**config.mk**
```make
export PLATFORM = sky130hd
export DESIGN_NAME = button_event_grammar_top_flat
export DESIGN_NICKNAME = d
export VERILOG_FILES = /design/src/bevg_pkg.sv /design/src/bevg_in_if.sv /design/src/bevg_out_if.sv /design/src/button_event_grammar_top.sv /design/src/flat_wrapper.sv
export SDC_FILE = /design/constraint.sdc
export NUM_CORES = 2
export LEC_CHECK = 0
export BUFFER_PORTS_ARGS = -buffer_cell sky130_fd_sc_hd__buf_2
export CAP_MARGIN = 20
export CELL_PAD_IN_SITES_DETAIL_PLACEMENT = 0
export CELL_PAD_IN_SITES_GLOBAL_PLACEMENT = 1
export CORE_MARGIN = 8
export CORE_UTILIZATION = 45
export CTS_CLUSTER_SIZE = 20
export DETAILED_ROUTE_END_ITERATION = 7
export GPL_TIMING_DRIVEN = 0
export PLACE_DENSITY_LB_ADDON = 0.2
export SLEW_MARGIN = 20
export SYNTH_ARGS = -nofsm -noshare
export SYNTH_HDL_FRONTEND = slang
export SYNTH_SLANG_ARGS = --single-unit
```
**constraint.sdc**
```tcl
create_clock -name clk -period 12.7 [get_ports clk]
set_input_delay 0.635 -clock clk [delete_from_list [all_inputs] [get_ports clk]]
set_output_delay 0.635 -clock clk [all_outputs]
set_load 0.02 [all_outputs]
```
**src/bevg_pkg.sv**
```systemverilog
// ----------------------------------------------------------------------------
// bevg_pkg
// Shared constants and types for the button event grammar block.
// ----------------------------------------------------------------------------
package bevg_pkg;

	localparam int NUM_KEYS = 12;
	localparam int KIDX_W   = (NUM_KEYS > 1) ? $clog2(NUM_KEYS) : 1;
	localparam int KEY_W    = 4;
	localparam int KIND_W   = 3;
	localparam int POS_W    = 3;
	localparam int SEQ_W    = 32;
	localparam int TIME_W   = 32;
	localparam int TICK_W   = 16;
	localparam int ADDR_W   = 5;
	localparam int DATA_W   = 32;

	// event kinds
	localparam logic [KIND_W-1:0] EV_PRESS    = 3'd0;
	localparam logic [KIND_W-1:0] EV_SHORT    = 3'd1;
	localparam logic [KIND_W-1:0] EV_RELEASE  = 3'd2;
	localparam logic [KIND_W-1:0] EV_LONG     = 3'd3;
	localparam logic [KIND_W-1:0] EV_REPEAT   = 3'd4;
	localparam logic [KIND_W-1:0] EV_POSITION = 3'd5;

	// input actions
	localparam logic ACT_KEY  = 1'b0;
	localparam logic ACT_TICK = 1'b1;

	// register indexes (word address)
	localparam logic [2:0] REG_LONG_PRESS = 3'd0;
	localparam logic [2:0] REG_REPEAT     = 3'd1;
	localparam logic [2:0] REG_STARTUP    = 3'd2;
	localparam logic [2:0] REG_SEL_FIRST  = 3'd3;
	localparam logic [2:0] REG_SEL_LAST   = 3'd4;
	localparam logic [2:0] REG_ABSENT     = 3'd5;

	localparam logic [POS_W-1:0] POS_UNKNOWN = 3'd7;
	localparam logic [POS_W-1:0] POS_MAX     = 3'd6;

	typedef struct packed {
		logic [KEY_W-1:0]  key;
		logic [KIND_W-1:0] kind;
		logic [SEQ_W-1:0]  seq;
		logic [POS_W-1:0]  pos;
	} ev_t;

endpackage

```
**src/bevg_in_if.sv**
```systemverilog
// ----------------------------------------------------------------------------
// bevg_in_if
// Input channel: key level changes and time ticks.
// ----------------------------------------------------------------------------
interface bevg_in_if;
	logic       valid;
	logic       ready;
	logic       action;
	logic [3:0] key_index;
	logic       key_level;

	modport source (output valid, output action, output key_index, output key_level,
		input ready);
	modport sink (input valid, input action, input key_index, input key_level,
		output ready);
endinterface

```
**src/bevg_out_if.sv**
```systemverilog
// ----------------------------------------------------------------------------
// bevg_out_if
// Output channel: key and selector events.
// ----------------------------------------------------------------------------
interface bevg_out_if;
	logic        valid;
	logic        ready;
	logic [3:0]  event_key;
	logic [2:0]  event_kind;
	logic [31:0] event_seq;
	logic [2:0]  selector_position;
	logic        last;

	modport source (output valid, output event_key, output event_kind,
		output event_seq, output selector_position, output last, input ready);
	modport sink (input valid, input event_key, input event_kind,
		input event_seq, input selector_position, input last, output ready);
endinterface

```
**src/button_event_grammar_top.sv**
```systemverilog
// ----------------------------------------------------------------------------
// button_event_grammar_top
// Turns key level changes and time ticks into press/short/release/long/
// repeat events and selector position events.
// ----------------------------------------------------------------------------
//
//  channel   dir  protocol         payload
//  -------   ---  --------------   -----------------------------------------
//  key_in    in   valid/ready      action, key_index, key_level
//  evt_out   out  valid/ready      event_key, event_kind, event_seq,
//                                  selector_position, last
//  apb       in   APB, 5b address  six config registers at 4*i
//
//  A key change runs the select, key and (on a release) release states; an
//  ignored key goes straight to done. A tick scans one key per cycle, unless
//  evt_out stalls, through the single elapsed-time subtract/compare unit.
//  key_in.ready is high only while the sequencer idles. arst_n clears all key
//  state, counters and the config registers to their defaults. Each event
//  waits in a pending register until the next event or the end of the item
//  decides its last bit; a stalled evt_out freezes the sequencer while both
//  that register and the output register are full.
// ----------------------------------------------------------------------------
module button_event_grammar_top (
	input  logic                           clk,
	input  logic                           arst_n,
	bevg_in_if.sink                        key_in,
	bevg_out_if.source                     evt_out,
	input  logic                           psel,
	input  logic                           penable,
	input  logic                           pwrite,
	input  logic [bevg_pkg::ADDR_W-1:0]    paddr,
	input  logic [bevg_pkg::DATA_W-1:0]    pwdata,
	output logic [bevg_pkg::DATA_W-1:0]    prdata,
	output logic                           pready
);

	// sequencer states
	localparam logic [2:0] S_IDLE   = 3'd0;
	localparam logic [2:0] S_KSEL   = 3'd1;
	localparam logic [2:0] S_KKEY   = 3'd2;
	localparam logic [2:0] S_KREL   = 3'd3;
	localparam logic [2:0] S_TSTART = 3'd4;
	localparam logic [2:0] S_SCAN   = 3'd5;
	localparam logic [2:0] S_DONE   = 3'd6;

	localparam logic [2:0] REG_LONG_PRESS_C = bevg_pkg::REG_LONG_PRESS;
	localparam logic [2:0] REG_REPEAT_C     = bevg_pkg::REG_REPEAT;
	localparam logic [2:0] REG_STARTUP_C    = bevg_pkg::REG_STARTUP;
	localparam logic [2:0] REG_SEL_FIRST_C  = bevg_pkg::REG_SEL_FIRST;
	localparam logic [2:0] REG_SEL_LAST_C   = bevg_pkg::REG_SEL_LAST;
	localparam logic [2:0] REG_ABSENT_C     = bevg_pkg::REG_ABSENT;

	// ---------------- config registers ----------------
	logic [bevg_pkg::TICK_W-1:0] long_press_q, repeat_q, startup_q, absent_q;
	logic [bevg_pkg::KEY_W-1:0]  sel_first_q, sel_last_q;
	logic                        cfg_wr;
	logic [2:0]                  cfg_idx;

	assign pready  = 1'b1;
	assign cfg_idx = paddr[4:2];
	assign cfg_wr  = psel && penable && pwrite;

	always_ff @(posedge clk or negedge arst_n) begin
		if (!arst_n) begin
			long_press_q <= 16'd300;
			repeat_q     <= 16'd150;
			startup_q    <= 16'd1500;
			sel_first_q  <= 4'd7;
			sel_last_q   <= 4'd11;
			absent_q     <= 16'd12;
		end else if (cfg_wr) begin
			case (cfg_idx)
				REG_LONG_PRESS_C: long_press_q <= pwdata[15:0];
				REG_REPEAT_C:     repeat_q     <= pwdata[15:0];
				REG_STARTUP_C:    startup_q    <= pwdata[15:0];
				REG_SEL_FIRST_C:  sel_first_q  <= pwdata[3:0];
				REG_SEL_LAST_C:   sel_last_q   <= pwdata[3:0];
				REG_ABSENT_C:     absent_q     <= pwdata[15:0];
				default: ;
			endcase
		end
	end

	always_comb begin
		prdata = '0;
		case (cfg_idx)
			REG_LONG_PRESS_C: prdata = {16'd0, long_press_q};
			REG_REPEAT_C:     prdata = {16'd0, repeat_q};
			REG_STARTUP_C:    prdata = {16'd0, startup_q};
			REG_SEL_FIRST_C:  prdata = {28'd0, sel_first_q};
			REG_SEL_LAST_C:   prdata = {28'd0, sel_last_q};
			REG_ABSENT_C:     prdata = {16'd0, absent_q};
			default:          prdata = '0;
		endcase
	end

	// ---------------- key state ----------------
	logic                          held_q   [bevg_pkg::NUM_KEYS];
	logic                          long_q   [bevg_pkg::NUM_KEYS];
	logic [bevg_pkg::TIME_W-1:0]   press_t_q[bevg_pkg::NUM_KEYS];
	logic [bevg_pkg::TIME_W-1:0]   rep_t_q  [bevg_pkg::NUM_KEYS];
	logic [bevg_pkg::SEQ_W-1:0]    kseq_q   [bevg_pkg::NUM_KEYS];
	logic [bevg_pkg::SEQ_W-1:0]    press_cnt_q;
	logic [bevg_pkg::TIME_W-1:0]   time_q;
	logic                          startup_done_q;
	logic [bevg_pkg::POS_W-1:0]    position_q;

	// sequencer and latched input
	logic [2:0]                    state_q;
	logic [bevg_pkg::KIDX_W-1:0]   scan_q;
	logic [bevg_pkg::KEY_W-1:0]    key_q;
	logic                          level_q;

	// pending event and output register
	bevg_pkg::ev_t                 pend_q, out_q;
	logic                          pend_v_q, out_v_q, out_last_q;

	// ---------------- per-step decode ----------------
	logic [bevg_pkg::KIDX_W-1:0]   idx;
	logic                          key_present, scan_present;
	logic                          sel_hit;
	logic [bevg_pkg::KEY_W-1:0]    sel_off;
	logic [bevg_pkg::POS_W-1:0]    sel_pos;
	logic [bevg_pkg::SEQ_W-1:0]    cnt_inc;

	assign idx     = (state_q == S_SCAN) ? scan_q : key_q[bevg_pkg::KIDX_W-1:0];
	assign key_present = ({1'b0, key_q} < 5'(bevg_pkg::NUM_KEYS)) && !absent_q[key_q];
	assign scan_present = !absent_q[bevg_pkg::KEY_W'(scan_q)];
	assign sel_hit = level_q && (key_q >= sel_first_q) && (key_q <= sel_last_q);
	assign sel_off = key_q - sel_first_q;
	assign sel_pos = (sel_off > 4'(bevg_pkg::POS_MAX)) ? bevg_pkg::POS_MAX
		: sel_off[bevg_pkg::POS_W-1:0];
	assign cnt_inc = press_cnt_q + 32'd1;

	// shared elapsed-time unit: (time - base) >= threshold
	logic [bevg_pkg::TIME_W-1:0]   u_base, u_thr, u_diff;
	logic                          u_ge;

	always_comb begin
		if (state_q == S_TSTART) begin
			u_base = '0;
			u_thr  = {16'd0, startup_q};
		end else if (long_q[idx]) begin
			u_base = rep_t_q[idx];
			u_thr  = {16'd0, repeat_q};
		end else begin
			u_base = press_t_q[idx];
			u_thr  = {16'd0, long_press_q};
		end
	end

	assign u_diff = time_q - u_base;
	assign u_ge   = (u_diff >= u_thr);

	logic scan_fire;
	assign scan_fire = held_q[idx] && scan_present && u_ge;

	// event produced this step
	logic          emit_v;
	bevg_pkg::ev_t emit_ev;

	always_comb begin
		emit_v  = 1'b0;
		emit_ev = '{key: key_q, kind: bevg_pkg::EV_PRESS, seq: kseq_q[idx], pos: position_q};
		case (state_q)
			S_KSEL: begin
				emit_v  = key_present && sel_hit && (sel_pos != position_q);
				emit_ev = '{key: sel_first_q + bevg_pkg::KEY_W'(sel_pos),
					kind: bevg_pkg::EV_POSITION, seq: '0, pos: sel_pos};
			end
			S_KKEY: begin
				if (level_q && !held_q[idx]) begin
					emit_v      = 1'b1;
					emit_ev.seq = cnt_inc;
				end else if (!level_q && held_q[idx] && !long_q[idx]) begin
					emit_v       = 1'b1;
					emit_ev.kind = bevg_pkg::EV_SHORT;
				end
			end
			S_KREL: begin
				emit_v       = 1'b1;
				emit_ev.kind = bevg_pkg::EV_RELEASE;
			end
			S_TSTART: begin
				emit_v  = !startup_done_q && u_ge && (position_q != '0);
				emit_ev = '{key: sel_first_q, kind: bevg_pkg::EV_POSITION,
					seq: '0, pos: '0};
			end
			S_SCAN: begin
				emit_v       = scan_fire;
				emit_ev.key  = bevg_pkg::KEY_W'(scan_q);
				emit_ev.kind = long_q[idx] ? bevg_pkg::EV_REPEAT : bevg_pkg::EV_LONG;
			end
			default: emit_v = 1'b0;
		endcase
	end

	// a step may go ahead when the pending slot can be drained if needed
	logic out_free, step_ok, push, accept;
	assign out_free = !out_v_q || evt_out.ready;
	assign step_ok  = !pend_v_q || out_free;
	assign push     = step_ok && pend_v_q && (emit_v || state_q == S_DONE);
	assign accept   = key_in.valid && key_in.ready;

	assign key_in.ready = (state_q == S_IDLE);

	// ---------------- sequencer and key state ----------------
	always_ff @(posedge clk or negedge arst_n) begin
		if (!arst_n) begin
			state_q        <= S_IDLE;
			scan_q         <= '0;
			press_cnt_q    <= '0;
			time_q         <= '0;
			startup_done_q <= 1'b0;
			position_q     <= bevg_pkg::POS_UNKNOWN;
			pend_v_q       <= 1'b0;
			out_v_q        <= 1'b0;
			for (int i = 0; i < bevg_pkg::NUM_KEYS; i++) begin
				held_q[i]    <= 1'b0;
				long_q[i]    <= 1'b0;
				press_t_q[i] <= '0;
				rep_t_q[i]   <= '0;
				kseq_q[i]    <= '0;
			end
		end else begin
			if (push)
				out_v_q <= 1'b1;
			else if (evt_out.ready)
				out_v_q <= 1'b0;

			if (step_ok && emit_v)
				pend_v_q <= 1'b1;
			else if (step_ok && state_q == S_DONE)
				pend_v_q <= 1'b0;

			case (state_q)
				S_IDLE: begin
					if (accept) begin
						if (key_in.action == bevg_pkg::ACT_TICK) begin
							time_q  <= time_q + 32'd1;
							state_q <= S_TSTART;
						end else begin
							state_q <= S_KSEL;
						end
					end
				end
				S_KSEL: begin
					if (step_ok) begin
						if (!key_present) begin
							state_q <= S_DONE;
						end else begin
							if (sel_hit) begin
								startup_done_q <= 1'b1;
								position_q     <= sel_pos;
							end
							state_q <= S_KKEY;
						end
					end
				end
				S_KKEY: begin
					if (step_ok) begin
						if (level_q && !held_q[idx]) begin
							held_q[idx]    <= 1'b1;
							long_q[idx]    <= 1'b0;
							press_t_q[idx] <= time_q;
							rep_t_q[idx]   <= time_q;
							kseq_q[idx]    <= cnt_inc;
							press_cnt_q    <= cnt_inc;
							state_q        <= S_DONE;
						end else if (!level_q && held_q[idx]) begin
							held_q[idx] <= 1'b0;
							state_q     <= S_KREL;
						end else begin
							state_q <= S_DONE;
						end
					end
				end
				S_KREL: begin
					if (step_ok)
						state_q <= S_DONE;
				end
				S_TSTART: begin
					if (step_ok) begin
						if (!startup_done_q && u_ge) begin
							startup_done_q <= 1'b1;
							position_q     <= '0;
						end
						scan_q  <= '0;
						state_q <= S_SCAN;
					end
				end
				S_SCAN: begin
					if (step_ok) begin
						if (scan_fire) begin
							long_q[idx]  <= 1'b1;
							rep_t_q[idx] <= time_q;
						end
						if (scan_q == bevg_pkg::KIDX_W'(bevg_pkg::NUM_KEYS - 1))
							state_q <= S_DONE;
						else
							scan_q <= scan_q + 1'b1;
					end
				end
				S_DONE: begin
					if (step_ok)
						state_q <= S_IDLE;
				end
				default: state_q <= S_IDLE;
			endcase
		end
	end

	// ---------------- payload registers ----------------
	always_ff @(posedge clk) begin
		if (accept) begin
			key_q   <= key_in.key_index;
			level_q <= key_in.key_level;
		end
		if (step_ok && emit_v)
			pend_q <= emit_ev;
		if (push) begin
			out_q      <= pend_q;
			out_last_q <= (state_q == S_DONE);
		end
	end

	assign evt_out.valid             = out_v_q;
	assign evt_out.event_key         = out_q.key;
	assign evt_out.event_kind        = out_q.kind;
	assign evt_out.event_seq         = out_q.seq;
	assign evt_out.selector_position = out_q.pos;
	assign evt_out.last              = out_last_q;

endmodule

```
**src/flat_wrapper.sv**
```systemverilog
// flat-port wrapper written by rule: the top's interface ports become plain ports
module button_event_grammar_top_flat 
  (clk, arst_n, psel, penable, pwrite, paddr, pwdata, prdata, pready, key_in_valid, key_in_action, key_in_key_index, key_in_key_level, key_in_ready, evt_out_valid, evt_out_event_key, evt_out_event_kind, evt_out_event_seq, evt_out_selector_position, evt_out_last, evt_out_ready);
  bevg_in_if key_in_i ();
  bevg_out_if evt_out_i ();
  input  logic clk;
  input  logic arst_n;
  input  logic psel;
  input  logic penable;
  input  logic pwrite;
  input  logic [bevg_pkg::ADDR_W-1:0] paddr;
  input  logic [bevg_pkg::DATA_W-1:0] pwdata;
  output logic [bevg_pkg::DATA_W-1:0] prdata;
  output logic pready;
  input wire logic [$bits(key_in_i.valid)-1:0] key_in_valid;
  input wire logic [$bits(key_in_i.action)-1:0] key_in_action;
  input wire logic [$bits(key_in_i.key_index)-1:0] key_in_key_index;
  input wire logic [$bits(key_in_i.key_level)-1:0] key_in_key_level;
  output wire logic [$bits(key_in_i.ready)-1:0] key_in_ready;
  output wire logic [$bits(evt_out_i.valid)-1:0] evt_out_valid;
  output wire logic [$bits(evt_out_i.event_key)-1:0] evt_out_event_key;
  output wire logic [$bits(evt_out_i.event_kind)-1:0] evt_out_event_kind;
  output wire logic [$bits(evt_out_i.event_seq)-1:0] evt_out_event_seq;
  output wire logic [$bits(evt_out_i.selector_position)-1:0] evt_out_selector_position;
  output wire logic [$bits(evt_out_i.last)-1:0] evt_out_last;
  input wire logic [$bits(evt_out_i.ready)-1:0] evt_out_ready;
  assign key_in_i.valid = key_in_valid;
  assign key_in_i.action = key_in_action;
  assign key_in_i.key_index = key_in_key_index;
  assign key_in_i.key_level = key_in_key_level;
  assign key_in_ready = key_in_i.ready;
  assign evt_out_valid = evt_out_i.valid;
  assign evt_out_event_key = evt_out_i.event_key;
  assign evt_out_event_kind = evt_out_i.event_kind;
  assign evt_out_event_seq = evt_out_i.event_seq;
  assign evt_out_selector_position = evt_out_i.selector_position;
  assign evt_out_last = evt_out_i.last;
  assign evt_out_i.ready = evt_out_ready;
  button_event_grammar_top u_core (.clk(clk), .arst_n(arst_n), .key_in(key_in_i), .evt_out(evt_out_i), .psel(psel), .penable(penable), .pwrite(pwrite), .paddr(paddr), .pwdata(pwdata), .prdata(prdata), .pready(pready));
endmodule
```
==> run summary <==
Synth top area cells: dfrtp_1, nand2_1, mux4_2
Total grt overflow: 0
Remaining antenna violation count: 0
Post-synth EDFFs: 90
I/O pins: 128
Post-cts resize count: 0
Fmax: 88.9 MHz
Synth area leader: dfrtp_1
DRT Pass-1 Iters: 5
Met2 usage: 41.3%
Crit path launch type: flip-flop
Die span in y: 401 um
Post-synth cell types: 82
Die area: 161,000 sq um
Site Rows: 141
Synth warn: 0
Most common cell after layout, fill and taps aside: nand2_1
Grt met1 use: 38.6%
Via count: 48,600
Period utilization: 88.6%
Critical Path RT: 13.24 ns
Routed wire length: 218 mm
Per-cell routed wire length: 25.8 um
Clock Sinks: 1,415
First-pass GRT wire length: 328 mm
Number of global-route vias before repair: 49,000
Area Overhead vs Synth: 13.1%
Inst Count DP: 8,127
DP HPWL: 156 mm
Cell count after synthesis: 6,075
PortBufs: 90
Nets: 6,479
# fillers: 13,300
Hold Path Class: primary input to flip-flop
Asr flop ratio synth: 93.6%
Setup TNS Final: 0 ns
CTS tree: done
Initial DRC Count: 4,395
Slowest CP cell: nor4_1
Met3 usage: 5.17%
Leak: 35.0 nW
Placeable Area: 147,000 sq um
Per-instance average area after synthesis: 11.0 sq um
GRT Max-Usage Layer: met2
CTS buffer count: 156
Tot GR Track Use: 26.8%
Worst-margin pin slew: 1.19 ns
Final Total Pwr: 13.1 mW
Critical path peak fanout: 11
Final Hold Viols: 0
Die X: 401 um
CTS root buf: clkbuf_16
Starting Density: 45.2%
DRC: 0
DR vias/cell: 5.77
Peak VDD IR: 0.000111 V
Finish-stage setup viols: 0
Synth top area share: 48.7%
Status: complete, no violations
CTS max path bufs: 3
Maxcap violations: 0
Mapped Area: 66,700 sq um
Initial antenna violation count: 9
PwrDens: 174 nW/um^2
Final core occ: 51.1%
CTS H-Tree Depth: 4
Critical path class: flip-flop to flip-flop
Critical Path Sink Type: flip-flop
Final Critical Period: 11.25 ns
Max Slew Vio Count: 0
CP most frequent cell: buf_4
Ys flop type: dfrtp_1
Pin count of the biggest net entering global routing: 141
Post-Layout Cell Count: 8,427
Most frequent cells in the layout: nand2_1, dfrtp_1, o21ai_0
Hold_buf cts: 6
Share of cells above drive strength 1: 15.2%
#FFs+latches synth: 1,415
Worst slew margin: 20.8%
Clk Latency, worst-skew pair: 0.82 ns
Clock Pin Slew Worst Setup and Hold Paths: 0.06 ns
Clock skew: 0.0315 ns
Sequential area share after synthesis: 53.8%
GPL Wtd Cong: 0.862
Crit-path max cell delay: 1.08 ns
RSZ-0062 raised after global routing: no
Setup Buffers After CTS: 0
Critical path arrival: 11.79 ns
## routing by layer
metal	routed length, um	vias to the layer above	part of all wire (%)
met3	15200	343	7.0
met1	96300	25100	44
met4	7200	4	3.3
met2	98800	1571	45
li1	-	21600	-
met5	27	-	0.012
## worst max-delay path, delay by kind of cell, from the launching register on
| family | cells | cell delay [ns] |
|---|---|---|
| buf+inv | 9 | 3.63 |
| compound gates | 11 | 2.87 |
| simple gates | 8 | 2.64 |
| mux | 2 | 0.74 |
| fa+ha+maj | 2 | 0.58 |
| flops | 1 | 0.35 |
| xor+xnor | 1 | 0.15 |
## worst paths after layout
check / from / slack, ns / cells after the start / endpoint
max in group asynchronous: arst_n / 9.63 / 6 / u_core.press_t_q[346]
worst min-delay path: pwdata[3] / 0.10 / 3 / u_core.sel_last_q[3]
worst max register to register: u_core.scan_q[1] / 1.45 / 33 / u_core.evt_out.event_seq[1]
worst min register to register: u_core.pend_q[37] / 0.42 / 0 / u_core.evt_out.event_kind[2]
min in group asynchronous: arst_n / 0.37 / 2 / u_core.kseq_q[48]
worst max-delay path: u_core.scan_q[1] / 1.45 / 33 / u_core.evt_out.event_seq[1]
## kinds of logic after synthesis
group / share of synthesized area, %
other: 0.0113
adder cells (fa/ha/maj): 1.31
AND/OR/NAND/NOR: 12.9
multiplexers: 19.0
AO/OA/AOI/OAI: 7.84
XOR/XNOR: 1.46
buffers and inverters: 3.67
flip-flops: 53.8
## cells in the mapped netlist, types with 7 or more instances
cell type,number
nor4_1,7
dfstp_2,26
xor2_1,37
and2_1,10
xnor2_1,74
buf_2,17
nand4_1,27
nand3_1,46
ha_1,65
nand2b_1,13
mux2_1,300
nand3_4,10
o22ai_1,38
buf_4,23
clkbuf_1,382
edfxtp_1,90
nor2b_1,12
dfrtp_1,1299
o21ai_0,489
a21o_1,17
inv_1,41
mux4_2,296
a31oi_1,7
buf_6,32
nor3_1,28
mux2_2,184
mux2i_1,50
o211ai_1,15
and3_1,20
a211oi_1,44
a21oi_1,272
buf_1,64
nor2_1,105
nand2_1,1827
## state kept, by name (all words and copies together) (netlist names), 3 cells and up, named ones only
register,cells
u_core.sel_last_q,4
u_core.scan_q,4
u_core.evt_out.event_seq,32
u_core.long_press_q,16
u_core.key_q,4
u_core.sel_first_q,4
u_core.state_q,3
u_core.absent_q,16
u_core.time_q,32
u_core.evt_out.event_key,4
u_core.kseq_q,384
u_core.press_t_q,384
u_core.position_q,3
u_core.press_cnt_q,32
u_core.rep_t_q,384
u_core.pend_q,42
u_core.evt_out.event_kind,3
u_core.repeat_q,16
u_core.evt_out.selector_position,3
u_core.startup_q,16
## power by group
part / switching [mW] / internal [mW] / total, mW
clock: 1.95 / 2.73 / 4.68
sequential: 0.107 / 4.72 / 4.83
combinational: 2.45 / 1.16 / 3.60
total: 4.51 / 8.61 / 13.1
## layout make-up
| type | count | area [sq um] | share of cell area (%) |
|---|---|---|---|
| antenna | 8 | 20.0 | 0.0265 |
| buffer | 518 | 2320 | 3.07 |
| timing repair buffer | 113 | 910 | 1.21 |
| sequential | 1415 | 35900 | 47.6 |
| clock inverter | 65 | 743 | 0.986 |
| tap | 1930 | 2410 | 3.20 |
| inverter | 41 | 154 | 0.204 |
| multi-input combinational | 4116 | 28400 | 37.7 |
| clock buffer | 221 | 4510 | 5.98 |
## stage by stage
step                area (sq um)  hold slack, ns  worst slack [ns]
global route               75400          0.0920             0.600
CTS                        75400          0.0489              1.31
global placement           69600           0.404            -18.91
floorplan                  66800           0.339              3.37
finish                     75400           0.102              1.45
detailed placement         70100           0.405              1.36
(Power assumes the default switching activity.)
